### src/hdl/quoted_argument_splitter_defines.svh
// Assertion macros shared by the argument splitter RTL.
`ifndef QUOTED_ARGUMENT_SPLITTER_DEFINES_SVH
`define QUOTED_ARGUMENT_SPLITTER_DEFINES_SVH

// Same-cycle implication, disabled while reset is high.
`define QAS_ASSERT_NOW(label, clk, rst, ante, cons) \
  label: assert property (@(posedge clk) disable iff (rst) (ante) |-> (cons)) \
    else $error("quoted_argument_splitter: same-cycle check failed");

// Next-cycle implication, disabled while reset is high.
`define QAS_ASSERT_NEXT(label, clk, rst, ante, cons) \
  label: assert property (@(posedge clk) disable iff (rst) (ante) |=> (cons)) \
    else $error("quoted_argument_splitter: next-cycle check failed");

`endif

### src/hdl/qas_pkg.sv
// Package with constants and types of the quoted argument splitter.
`default_nettype none
package qas_pkg;

  // Field and register widths.
  localparam int BYTE_W     = 8;
  localparam int ARGS_W     = 13;
  localparam int LEN_W      = 18;
  localparam int CFG_IDX_W  = 3;
  localparam int CFG_DATA_W = 18;

  // Running length saturates at the top of its register.
  localparam logic [LEN_W-1:0] LEN_MAX = {LEN_W{1'b1}};

  // Register indexes of the configuration port.
  localparam logic [CFG_IDX_W-1:0] REG_DELIMITER_MODE     = 3'd0;
  localparam logic [CFG_IDX_W-1:0] REG_DELIMITER_CHAR     = 3'd1;
  localparam logic [CFG_IDX_W-1:0] REG_MAX_ARGS_PER_BATCH = 3'd2;
  localparam logic [CFG_IDX_W-1:0] REG_BASE_LENGTH        = 3'd3;
  localparam logic [CFG_IDX_W-1:0] REG_LENGTH_LIMIT       = 3'd4;
  localparam logic [CFG_IDX_W-1:0] REG_NO_RUN_WHEN_EMPTY  = 3'd5;

  // Register reset values.
  localparam logic [BYTE_W-1:0] DELIM_RESET = 8'd10;
  localparam logic [LEN_W-1:0]  LIMIT_RESET = 18'd131072;

  // Characters with a meaning to the parser.
  localparam logic [BYTE_W-1:0] CH_SPACE   = 8'h20;
  localparam logic [BYTE_W-1:0] CH_TAB     = 8'h09;
  localparam logic [BYTE_W-1:0] CH_NEWLINE = 8'h0A;
  localparam logic [BYTE_W-1:0] CH_BSLASH  = 8'h5C;
  localparam logic [BYTE_W-1:0] CH_SQUOTE  = 8'h27;
  localparam logic [BYTE_W-1:0] CH_DQUOTE  = 8'h22;

  // One result transaction.
  typedef struct packed {
    logic [BYTE_W-1:0] out_byte;
    logic              byte_valid;
    logic              item_end;
    logic              batch_end;
    logic              stream_done;
    logic              run_empty;
  } result_t;

endpackage
`default_nettype wire

### src/hdl/qas_intf.sv
// Channel interfaces of the quoted argument splitter.
`default_nettype none

// Input byte channel.
interface qas_byte_if;
  logic                         valid;
  logic                         ready;
  logic [qas_pkg::BYTE_W-1:0]   in_byte;
  logic                         end_of_input;
  modport source (output valid, output in_byte, output end_of_input, input ready);
  modport sink   (input valid, input in_byte, input end_of_input, output ready);
endinterface

// Result channel.
interface qas_token_if;
  logic                         valid;
  logic                         ready;
  logic [qas_pkg::BYTE_W-1:0]   out_byte;
  logic                         byte_valid;
  logic                         item_end;
  logic                         batch_end;
  logic                         stream_done;
  logic                         run_empty;
  modport source (output valid, output out_byte, output byte_valid, output item_end,
                  output batch_end, output stream_done, output run_empty, input ready);
  modport sink   (input valid, input out_byte, input byte_valid, input item_end,
                  input batch_end, input stream_done, input run_empty, output ready);
endinterface

// Configuration write channel.
interface qas_cfg_if;
  logic                            valid;
  logic                            ready;
  logic [qas_pkg::CFG_IDX_W-1:0]   index;
  logic [qas_pkg::CFG_DATA_W-1:0]  data;
  modport source (output valid, output index, output data, input ready);
  modport sink   (input valid, input index, input data, output ready);
endinterface

`default_nettype wire

### src/hdl/quoted_argument_splitter.sv
// Quoted argument splitter: byte tokenizer with batch grouping, top level.
// The block takes one byte transaction per clock while its skid register is empty
// and returns exactly one result transaction for each from a registered output.
// Parser phase, item length, batch count and running batch length are updated in
// the same cycle as the byte is taken, so the loop through that state sets the
// rate at one byte per cycle; a two-entry output buffer (head and skid register)
// keeps one more byte accepted after the result side stalls. Configuration writes
// are always accepted and must only happen while the block is idle. There is no
// clearing pass after reset and no memory.
`default_nettype none
`include "quoted_argument_splitter_defines.svh"
module quoted_argument_splitter #(
  parameter int ITEM_BUFFER_BYTES = 65536,
  parameter int MAX_BATCH_ITEMS   = 4096
) (
  input  wire logic        clk,
  input  wire logic        rst,
  qas_cfg_if.sink          cfg,
  qas_byte_if.sink         bytes,
  qas_token_if.source      tokens
);

  localparam int ILEN_W = $clog2(ITEM_BUFFER_BYTES);
  localparam int CNT_W  = $clog2(MAX_BATCH_ITEMS + 1);
  localparam int CMP_W  = qas_pkg::ARGS_W + 1;
  localparam int SUM_W  = qas_pkg::LEN_W + 1;

  typedef enum logic [2:0] {
    PH_SKIP  = 3'd0,
    PH_WORD  = 3'd1,
    PH_ESC   = 3'd2,
    PH_SQ    = 3'd3,
    PH_DQ    = 3'd4,
    PH_DQESC = 3'd5
  } phase_t;

  // Configuration registers.
  logic                         delimiter_mode;
  logic [qas_pkg::BYTE_W-1:0]   delimiter_char;
  logic [qas_pkg::ARGS_W-1:0]   max_args_per_batch;
  logic [qas_pkg::LEN_W-1:0]    base_length;
  logic [qas_pkg::LEN_W-1:0]    length_limit;
  logic                         no_run_when_empty;

  // Parser state.
  phase_t                       parse_phase, parse_phase_next;
  logic [ILEN_W-1:0]            item_length;
  logic [CNT_W-1:0]             batch_item_count;
  logic [qas_pkg::LEN_W-1:0]    batch_length;
  logic                         any_item_seen;

  // Output buffer: head register and skid register.
  logic                         out_valid, skid_valid;
  qas_pkg::result_t             out_data, skid_data, res;

  logic                         accept;
  logic [qas_pkg::BYTE_W-1:0]   c;
  logic                         eoi;
  logic                         is_space;
  logic                         do_store_req, do_close;
  logic                         unq_store, unq_close;
  phase_t                       unq_phase;
  logic                         can_store, do_store;
  logic                         pending;

  logic [SUM_W-1:0]             len_ext, total_ext, sum_ext;
  logic [qas_pkg::LEN_W-1:0]    total_sat;
  logic                         len_end, close_end;
  logic [CNT_W-1:0]             count_inc;

  assign cfg.ready    = 1'b1;
  assign bytes.ready  = !skid_valid;
  assign accept       = bytes.valid && bytes.ready;
  assign c            = bytes.in_byte;
  assign eoi          = bytes.end_of_input;

  assign is_space = (c == qas_pkg::CH_SPACE) || (c == qas_pkg::CH_TAB) ||
                    (c == qas_pkg::CH_NEWLINE);

  // Handling of a byte outside of quotes.
  always_comb begin
    unq_store = 1'b0;
    unq_close = 1'b0;
    unq_phase = PH_WORD;
    if (is_space) begin
      unq_close = 1'b1;
      unq_phase = PH_SKIP;
    end else if (c == qas_pkg::CH_BSLASH) begin
      unq_phase = PH_ESC;
    end else if (c == qas_pkg::CH_SQUOTE) begin
      unq_phase = PH_SQ;
    end else if (c == qas_pkg::CH_DQUOTE) begin
      unq_phase = PH_DQ;
    end else begin
      unq_store = 1'b1;
    end
  end

  // Byte classification by mode and phase.
  always_comb begin
    do_store_req     = 1'b0;
    do_close         = 1'b0;
    parse_phase_next = parse_phase;
    if (delimiter_mode) begin
      if (c == delimiter_char) do_close = 1'b1;
      else                     do_store_req = 1'b1;
    end else begin
      case (parse_phase)
        PH_WORD: begin
          do_store_req     = unq_store;
          do_close         = unq_close;
          parse_phase_next = unq_phase;
        end
        PH_ESC: begin
          do_store_req     = 1'b1;
          parse_phase_next = PH_WORD;
        end
        PH_SQ: begin
          if (c == qas_pkg::CH_SQUOTE) parse_phase_next = PH_WORD;
          else                         do_store_req = 1'b1;
        end
        PH_DQ: begin
          if (c == qas_pkg::CH_DQUOTE)      parse_phase_next = PH_WORD;
          else if (c == qas_pkg::CH_BSLASH) parse_phase_next = PH_DQESC;
          else                              do_store_req = 1'b1;
        end
        PH_DQESC: begin
          do_store_req     = 1'b1;
          parse_phase_next = PH_DQ;
        end
        default: begin
          if (is_space) begin
            parse_phase_next = PH_SKIP;
          end else begin
            do_store_req     = unq_store;
            do_close         = unq_close;
            parse_phase_next = unq_phase;
          end
        end
      endcase
    end
  end

  // Bytes beyond the item buffer are dropped.
  assign can_store = ({1'b0, item_length} + 1'b1) < (ILEN_W + 1)'(ITEM_BUFFER_BYTES);
  assign do_store  = do_store_req && can_store;

  // Item close: running length check, count limits.
  assign len_ext   = SUM_W'(item_length) + 1'b1;
  assign total_ext = (batch_item_count == '0) ? SUM_W'(base_length) : SUM_W'(batch_length);
  assign sum_ext   = total_ext + len_ext;
  assign len_end   = (batch_item_count != '0) && (sum_ext > SUM_W'(length_limit));
  assign total_sat = (sum_ext > SUM_W'(qas_pkg::LEN_MAX)) ? qas_pkg::LEN_MAX
                                                          : sum_ext[qas_pkg::LEN_W-1:0];
  assign count_inc = batch_item_count + 1'b1;
  assign close_end = len_end ||
                     ((max_args_per_batch != '0) &&
                      (CMP_W'(count_inc) >= CMP_W'(max_args_per_batch))) ||
                     (count_inc >= CNT_W'(MAX_BATCH_ITEMS));

  // End of input closes an item that holds stored bytes.
  assign pending = (delimiter_mode || (parse_phase != PH_SKIP)) && (item_length != '0);

  // Result of the accepted transaction.
  always_comb begin
    res = '0;
    if (eoi) begin
      res.item_end    = pending;
      res.batch_end   = pending || (batch_item_count != '0);
      res.stream_done = 1'b1;
      res.run_empty   = !(any_item_seen || pending) && !no_run_when_empty;
    end else begin
      res.out_byte   = do_store ? c : '0;
      res.byte_valid = do_store;
      res.item_end   = do_close;
      res.batch_end  = do_close && close_end;
    end
  end

  // Configuration registers.
  always_ff @(posedge clk) begin
    if (rst) begin
      delimiter_mode     <= 1'b0;
      delimiter_char     <= qas_pkg::DELIM_RESET;
      max_args_per_batch <= '0;
      base_length        <= '0;
      length_limit       <= qas_pkg::LIMIT_RESET;
      no_run_when_empty  <= 1'b0;
    end else if (cfg.valid && cfg.ready) begin
      case (cfg.index)
        qas_pkg::REG_DELIMITER_MODE:     delimiter_mode     <= cfg.data[0];
        qas_pkg::REG_DELIMITER_CHAR:     delimiter_char     <= cfg.data[qas_pkg::BYTE_W-1:0];
        qas_pkg::REG_MAX_ARGS_PER_BATCH: max_args_per_batch <= cfg.data[qas_pkg::ARGS_W-1:0];
        qas_pkg::REG_BASE_LENGTH:        base_length        <= cfg.data[qas_pkg::LEN_W-1:0];
        qas_pkg::REG_LENGTH_LIMIT:       length_limit       <= cfg.data[qas_pkg::LEN_W-1:0];
        qas_pkg::REG_NO_RUN_WHEN_EMPTY:  no_run_when_empty  <= cfg.data[0];
        default: ;
      endcase
    end
  end

  // Parser state update.
  always_ff @(posedge clk) begin
    if (rst) begin
      parse_phase      <= PH_SKIP;
      item_length      <= '0;
      batch_item_count <= '0;
      batch_length     <= '0;
      any_item_seen    <= 1'b0;
    end else if (accept) begin
      if (eoi) begin
        parse_phase      <= PH_SKIP;
        item_length      <= '0;
        batch_item_count <= '0;
        batch_length     <= '0;
        any_item_seen    <= 1'b0;
      end else begin
        if (!delimiter_mode) parse_phase <= parse_phase_next;
        if (do_store) item_length <= item_length + 1'b1;
        if (do_close) begin
          item_length   <= '0;
          any_item_seen <= 1'b1;
          if (close_end) begin
            batch_item_count <= '0;
            batch_length     <= '0;
          end else begin
            batch_item_count <= count_inc;
            batch_length     <= len_end ? total_ext[qas_pkg::LEN_W-1:0] : total_sat;
          end
        end
      end
    end
  end

  // Output buffer with skid register.
  always_ff @(posedge clk) begin
    if (rst) begin
      out_valid  <= 1'b0;
      skid_valid <= 1'b0;
    end else if (out_valid && !tokens.ready) begin
      if (accept) begin
        skid_valid <= 1'b1;
        skid_data  <= res;
      end
    end else if (skid_valid) begin
      out_valid  <= 1'b1;
      out_data   <= skid_data;
      skid_valid <= 1'b0;
    end else begin
      out_valid <= accept;
      out_data  <= res;
    end
  end

  assign tokens.valid       = out_valid;
  assign tokens.out_byte    = out_data.out_byte;
  assign tokens.byte_valid  = out_data.byte_valid;
  assign tokens.item_end    = out_data.item_end;
  assign tokens.batch_end   = out_data.batch_end;
  assign tokens.stream_done = out_data.stream_done;
  assign tokens.run_empty   = out_data.run_empty;

  // The skid register is only filled behind an occupied head.
  `QAS_ASSERT_NOW(a_skid_behind_head, clk, rst, skid_valid, out_valid)
  // The batch count never rests at MAX_BATCH_ITEMS.
  `QAS_ASSERT_NOW(a_count_bound, clk, rst, 1'b1, batch_item_count < CNT_W'(MAX_BATCH_ITEMS))
  // End of input leaves the parser in its reset state.
  `QAS_ASSERT_NEXT(a_eoi_clears, clk, rst, accept && eoi,
                   (parse_phase == PH_SKIP) && (item_length == '0) && (batch_item_count == '0))
  // A batch only ends with an item end or with the end of the stream.
  `QAS_ASSERT_NOW(a_batch_end_cause, clk, rst, out_valid && out_data.batch_end,
                  out_data.item_end || out_data.stream_done)

endmodule
`default_nettype wire
### src/flat_wrapper.sv
// flat-port wrapper written by rule: the top's interface ports become plain ports
module quoted_argument_splitter_flat 
#(
  parameter int ITEM_BUFFER_BYTES = 65536,
  parameter int MAX_BATCH_ITEMS   = 4096
)
  (clk, rst, cfg_valid, cfg_index, cfg_data, cfg_ready, bytes_valid, bytes_in_byte, bytes_end_of_input, bytes_ready, tokens_valid, tokens_out_byte, tokens_byte_valid, tokens_item_end, tokens_batch_end, tokens_stream_done, tokens_run_empty, tokens_ready);
  qas_cfg_if cfg_i ();
  qas_byte_if bytes_i ();
  qas_token_if tokens_i ();
  input  wire logic clk;
  input  wire logic rst;
  input wire logic [$bits(cfg_i.valid)-1:0] cfg_valid;
  input wire logic [$bits(cfg_i.index)-1:0] cfg_index;
  input wire logic [$bits(cfg_i.data)-1:0] cfg_data;
  output wire logic [$bits(cfg_i.ready)-1:0] cfg_ready;
  input wire logic [$bits(bytes_i.valid)-1:0] bytes_valid;
  input wire logic [$bits(bytes_i.in_byte)-1:0] bytes_in_byte;
  input wire logic [$bits(bytes_i.end_of_input)-1:0] bytes_end_of_input;
  output wire logic [$bits(bytes_i.ready)-1:0] bytes_ready;
  output wire logic [$bits(tokens_i.valid)-1:0] tokens_valid;
  output wire logic [$bits(tokens_i.out_byte)-1:0] tokens_out_byte;
  output wire logic [$bits(tokens_i.byte_valid)-1:0] tokens_byte_valid;
  output wire logic [$bits(tokens_i.item_end)-1:0] tokens_item_end;
  output wire logic [$bits(tokens_i.batch_end)-1:0] tokens_batch_end;
  output wire logic [$bits(tokens_i.stream_done)-1:0] tokens_stream_done;
  output wire logic [$bits(tokens_i.run_empty)-1:0] tokens_run_empty;
  input wire logic [$bits(tokens_i.ready)-1:0] tokens_ready;
  assign cfg_i.valid = cfg_valid;
  assign cfg_i.index = cfg_index;
  assign cfg_i.data = cfg_data;
  assign cfg_ready = cfg_i.ready;
  assign bytes_i.valid = bytes_valid;
  assign bytes_i.in_byte = bytes_in_byte;
  assign bytes_i.end_of_input = bytes_end_of_input;
  assign bytes_ready = bytes_i.ready;
  assign tokens_valid = tokens_i.valid;
  assign tokens_out_byte = tokens_i.out_byte;
  assign tokens_byte_valid = tokens_i.byte_valid;
  assign tokens_item_end = tokens_i.item_end;
  assign tokens_batch_end = tokens_i.batch_end;
  assign tokens_stream_done = tokens_i.stream_done;
  assign tokens_run_empty = tokens_i.run_empty;
  assign tokens_i.ready = tokens_ready;
  quoted_argument_splitter #(.ITEM_BUFFER_BYTES(ITEM_BUFFER_BYTES), .MAX_BATCH_ITEMS(MAX_BATCH_ITEMS)) u_core (.clk(clk), .rst(rst), .cfg(cfg_i), .bytes(bytes_i), .tokens(tokens_i));
endmodule
### config.mk
export PLATFORM = sky130hd
export DESIGN_NAME = quoted_argument_splitter_flat
export DESIGN_NICKNAME = d
export VERILOG_FILES = /design/src/hdl/qas_pkg.sv /design/src/hdl/qas_intf.sv /design/src/hdl/quoted_argument_splitter.sv /design/src/flat_wrapper.sv
export VERILOG_INCLUDE_DIRS = /design/src /design/src/hdl
export SDC_FILE = /design/constraint.sdc
export NUM_CORES = 1
export LEC_CHECK = 0
export ABC_CLOCK_PERIOD_IN_PS = 7100
export BUFFER_PORTS_ARGS = -buffer_cell sky130_fd_sc_hd__buf_2
export CORE_MARGIN = 3
export CORE_UTILIZATION = 40
export CTS_CLUSTER_DIAMETER = 40
export DETAILED_ROUTE_END_ITERATION = 6
export PLACE_DENSITY = 0.54
export RECOVER_POWER = 25
export SLEW_MARGIN = 20
export SYNTH_ARGS = -nofsm -noshare
export SYNTH_HDL_FRONTEND = slang
export SYNTH_SLANG_ARGS = --single-unit
### constraint.sdc
create_clock -name clk -period 7.1 [get_ports clk]
set_input_delay 0 -clock clk [delete_from_list [all_inputs] [get_ports clk]]
set_output_delay 0 -clock clk [all_outputs]
set_load 0.05 [all_outputs]
==> impl_metrics.toml <==
[cts]
cts_sinks = 138
cts_tree = "built"
clock_path_buffers = 2
cts-htree-levels = 4
cts_buffers = 17
post_cts.repair.setup_buffers = 0
clkSlewWorstSetupHoldPaths_ns = 0.06
cts_resized = 0
cts.root.buffer_cell = "sky130_fd_sc_hd__clkbuf_16"
worst_skew_pair.late_latency_ns = 0.42

[final_layout]
antenna_cells = 0
final_cells = 1339
area_growth_syn_to_layout_pct = 15.5
finalCoreUtilization_pct = 47.3
layout.cells.most_common_list = "sky130_fd_sc_hd__nand2_1, sky130_fd_sc_hd__dfxtp_1, sky130_fd_sc_hd__a21oi_1, sky130_fd_sc_hd__nor2_1, sky130_fd_sc_hd__ha_1"
final_net_count = 1149
drive_gt1_share_pct = 9.68
layout.cells.most_common = "sky130_fd_sc_hd__nand2_1"

[global_routing]
global_route.overflow_total = 0
grt_usage_pct = 20.1
wire_length_of_the_first_global_routing_pass_um = 35000
pin_count_of_the_biggest_net_entering_global_routing = 67
initial_antenna_violation_count = 0
number_of_global_route_vias_before_repair = 6608

[routing]
routedWlPerCell_um = 16.2
route.antenna.remaining_nets = 0
firstDrtPassIters = 5
routed_wl_um = 21700
via_per_inst = 5.28
drt-initial-drc-count = 459
route.detailed.drc = 0
total_number_of_vias = 7067

[timing]
final_min_period_over_clock_period_pct = 85.7
setup_violations = 0
final.setup_skew_ns = 0.0141
setup_repair_after_global_routing_missed_its_margin = "false"
whs_ns = 0.0133
clock.fmax_ghz = 0.164
postLayoutSetupSlackWorst_ns = 1.01
report.final.hold_viol_count = 0
setup_tns_ns = 0
slew_headroom_pct = -117
timing.final.max_slew_violations = 67
period_minus_slack_ns = 6.09
max_slew.worst_pin.slew_ns = 3.26

[synth]
synth_edf_count = 26
synth-warning-count = 0
synthDistinctLibCells = 72
share_of_synthesized_flip_flops_with_an_asynchronous_set_or_reset_pct = 0
netlist_instances = 1005
netlist_area_pre_place_mm2 = 0.00806
avgSynthCellArea_um2 = 8.02
synth_sequential_area_ratio_pct = 37.5
synth_fp_nets = 1093
ys_dominant_reg_cell = "sky130_fd_sc_hd__dfxtp_1"
synth.ff_latch_count = 138

[power_and_ir_drop]
power_leakage_uw = 0.00368
worst_ir_drop_vdd_mv = 0.188
p_per_area_mw_per_mm2 = 204

[hold_path]
hold_class = "in2reg"

[setup_path]
critPathArrivalTime_ns = 6.40
timing.critical_path.max_delay_family = "simple AND/OR/NAND/NOR gates"
path_cells = "ha_1 -> nand2_1 -> nor4_1 -> nand3_1 -> xnor2_1 -> ha_1 -> nand4_1 -> o21bai_1 -> or3_1 -> o221a_2 -> or3_1 -> and2_1 -> ha_1 -> a211oi_1 -> nor2_1 -> a2111oi_0 -> a21oi_1 -> a211oi_4 -> buf_4 -> nand3_2 -> o31ai_1"
worst_setup_path_start_kind = "register"
timing_worst_setup_path_type = "reg2reg"
critical_path.slowest_cell = "sky130_fd_sc_hd__nor4_1"
worst_path_largest_cell_delay_ns = 0.53
crit_path_max_fanout = 22
path_common_cell = "sky130_fd_sc_hd__ha_1"
cp_num_buf_inv = 1
critical_path_required_ns = 7.42
setup.worst_path.end_class = "register"
regToRegSetupSlack_ns = 1.01

[status]
run_status = "finished with violations"
failed_checks = "max-capacitance violations, max-slew violations"

[floorplan]
design.die.area_mm2 = 0.0219
core_mm2 = 0.0197
io-pin-count = 51
initial_core_util_pct = 41.0
rows = 51
die-height_um = 148
die_w_um = 148

[place]
place.gp.congestion = 0.861
dpl.hpwl_um = 15800
dp_cells = 1280
pre_cts_slack_ns = 1.11
io_buffer_count = 49

[run]
max-cap-violations = 1
-- cell type report --
| cell class | instances | area [µm²] |
|---|---|---|
| Clock buffer | 19 | 433 |
| Clock inverter | 13 | 141 |
| Fill cell | 2041 | 10400 |
| Inverter | 49 | 184 |
| Multi-Input combinational cell | 770 | 4630 |
| Sequential cell | 138 | 3020 |
| Tap cell | 265 | 332 |
| Timing Repair Buffer | 85 | 558 |
-- flip-flops by register name, summed over array words and instances (netlist names), 3 cells and up --
name / cells
u_core.base_length: 18
u_core.batch_length: 18
u_core.tokens.out_byte: 8
u_core.skid_data: 13
u_core.length_limit: 18
u_core.parse_phase: 3
u_core.batch_item_count: 13
u_core.max_args_per_batch: 13
u_core.item_length: 16
u_core.delimiter_char: 8
-- cell usage after synthesis (5+ instances only) --
| master | n | share of area, % |
|---|---|---|
| sky130_fd_sc_hd__xnor2_1 | 26 | 2.8 |
| sky130_fd_sc_hd__a21o_1 | 5 | 0.47 |
| sky130_fd_sc_hd__o21ai_1 | 20 | 1.2 |
| sky130_fd_sc_hd__nand2_1 | 235 | 11 |
| sky130_fd_sc_hd__clkbuf_1 | 34 | 1.6 |
| sky130_fd_sc_hd__or3_1 | 6 | 0.47 |
| sky130_fd_sc_hd__nand3b_1 | 5 | 0.47 |
| sky130_fd_sc_hd__mux2_2 | 11 | 1.5 |
| sky130_fd_sc_hd__dfxtp_1 | 112 | 28 |
| sky130_fd_sc_hd__o211ai_1 | 6 | 0.56 |
| sky130_fd_sc_hd__nor3b_1 | 5 | 0.47 |
| sky130_fd_sc_hd__a211oi_1 | 10 | 0.93 |
| sky130_fd_sc_hd__ha_1 | 52 | 8.1 |
| sky130_fd_sc_hd__nor4_1 | 10 | 0.78 |
| sky130_fd_sc_hd__nor3_1 | 15 | 0.93 |
| sky130_fd_sc_hd__o21a_1 | 7 | 0.65 |
| sky130_fd_sc_hd__xor2_1 | 17 | 1.8 |
| sky130_fd_sc_hd__o31ai_1 | 9 | 0.84 |
| sky130_fd_sc_hd__inv_1 | 48 | 2.2 |
| sky130_fd_sc_hd__nand2b_1 | 12 | 0.93 |
| sky130_fd_sc_hd__o21ai_0 | 43 | 2.7 |
| sky130_fd_sc_hd__and3_1 | 9 | 0.70 |
| sky130_fd_sc_hd__nand4_1 | 20 | 1.6 |
| sky130_fd_sc_hd__a21oi_1 | 84 | 5.2 |
| sky130_fd_sc_hd__and2_4 | 8 | 0.87 |
| sky130_fd_sc_hd__nor2b_1 | 10 | 0.78 |
| sky130_fd_sc_hd__buf_2 | 6 | 0.37 |
| sky130_fd_sc_hd__nor2_1 | 54 | 2.5 |
| sky130_fd_sc_hd__or2_2 | 5 | 0.39 |
| sky130_fd_sc_hd__edfxtp_1 | 26 | 9.7 |
| sky130_fd_sc_hd__nand3_1 | 27 | 1.7 |
-- power breakdown --
part	total (µW)	switching, µW	internal [µW]
logic	197	129	68.2
registers	825	8.94	816
clock network	879	358	520
total	1900	497	1400
-- stage by stage --
| stage | power (µW) | area, µm² |
|---|---|---|
| 2_1_floorplan | 970 | 8060 |
| 4_1_cts | 1920 | 9330 |
| 3_5_place_dp | 1030 | 8480 |
| 5_1_grt | 1980 | 9300 |
| 6_report | 1900 | 9300 |
| 3_3_place_gp | 1030 | 8480 |
-- worst min-delay path: stages --
cell                       delay [ns]
sky130_fd_sc_hd__buf_2           0.11
sky130_fd_sc_hd__nand4b_1        0.13
sky130_fd_sc_hd__mux2i_1         0.08
sky130_fd_sc_hd__nor2_1          0.07
-- metal layers --
layer,global-route usage (%),vias to the layer above,part of all wire [%]
li1,-,3604,-
met1,28.6,3328,50
met2,32.1,121,46
met3,2.79,14,3.3
met4,5.59,0,0.82
met5,0,-,0
-- cell families after synthesis --
| kind of cell | share of synthesized area, % |
|---|---|
| muxes | 2.03 |
| AOI/OAI and AO/OA | 17.2 |
| DFF | 37.5 |
| xor gates and xnor gates | 4.68 |
| other | 0.0466 |
| adders and majority gates | 8.33 |
| and+or+nand+nor | 25.2 |
| buffers and inverters | 5.00 |
-- final timing paths --
kind,end,start,cells past startpoint
setup / recovery,u_core.batch_item_count[3]$_SDFFE_PP0P_,u_core.item_length[0]$_SDFFE_PP0P_,21
hold / removal,u_core.no_run_when_empty$_SDFFE_PP0P_,cfg_index[2],4
setup reg to reg,u_core.batch_item_count[3]$_SDFFE_PP0P_,u_core.item_length[0]$_SDFFE_PP0P_,21
hold reg to reg,u_core.batch_length[3]$_SDFFE_PP0P_,u_core.batch_length[3]$_SDFFE_PP0P_,2
-- repair_timing --
| item | CTS | global route |
|---|---|---|
| endpoints found under the hold margin | 67 | 0 |
| hold buffers | 27 | 0 |
| endpoints found under the setup margin | 0 | 0 |
Power figures use the tool's default switching activity.
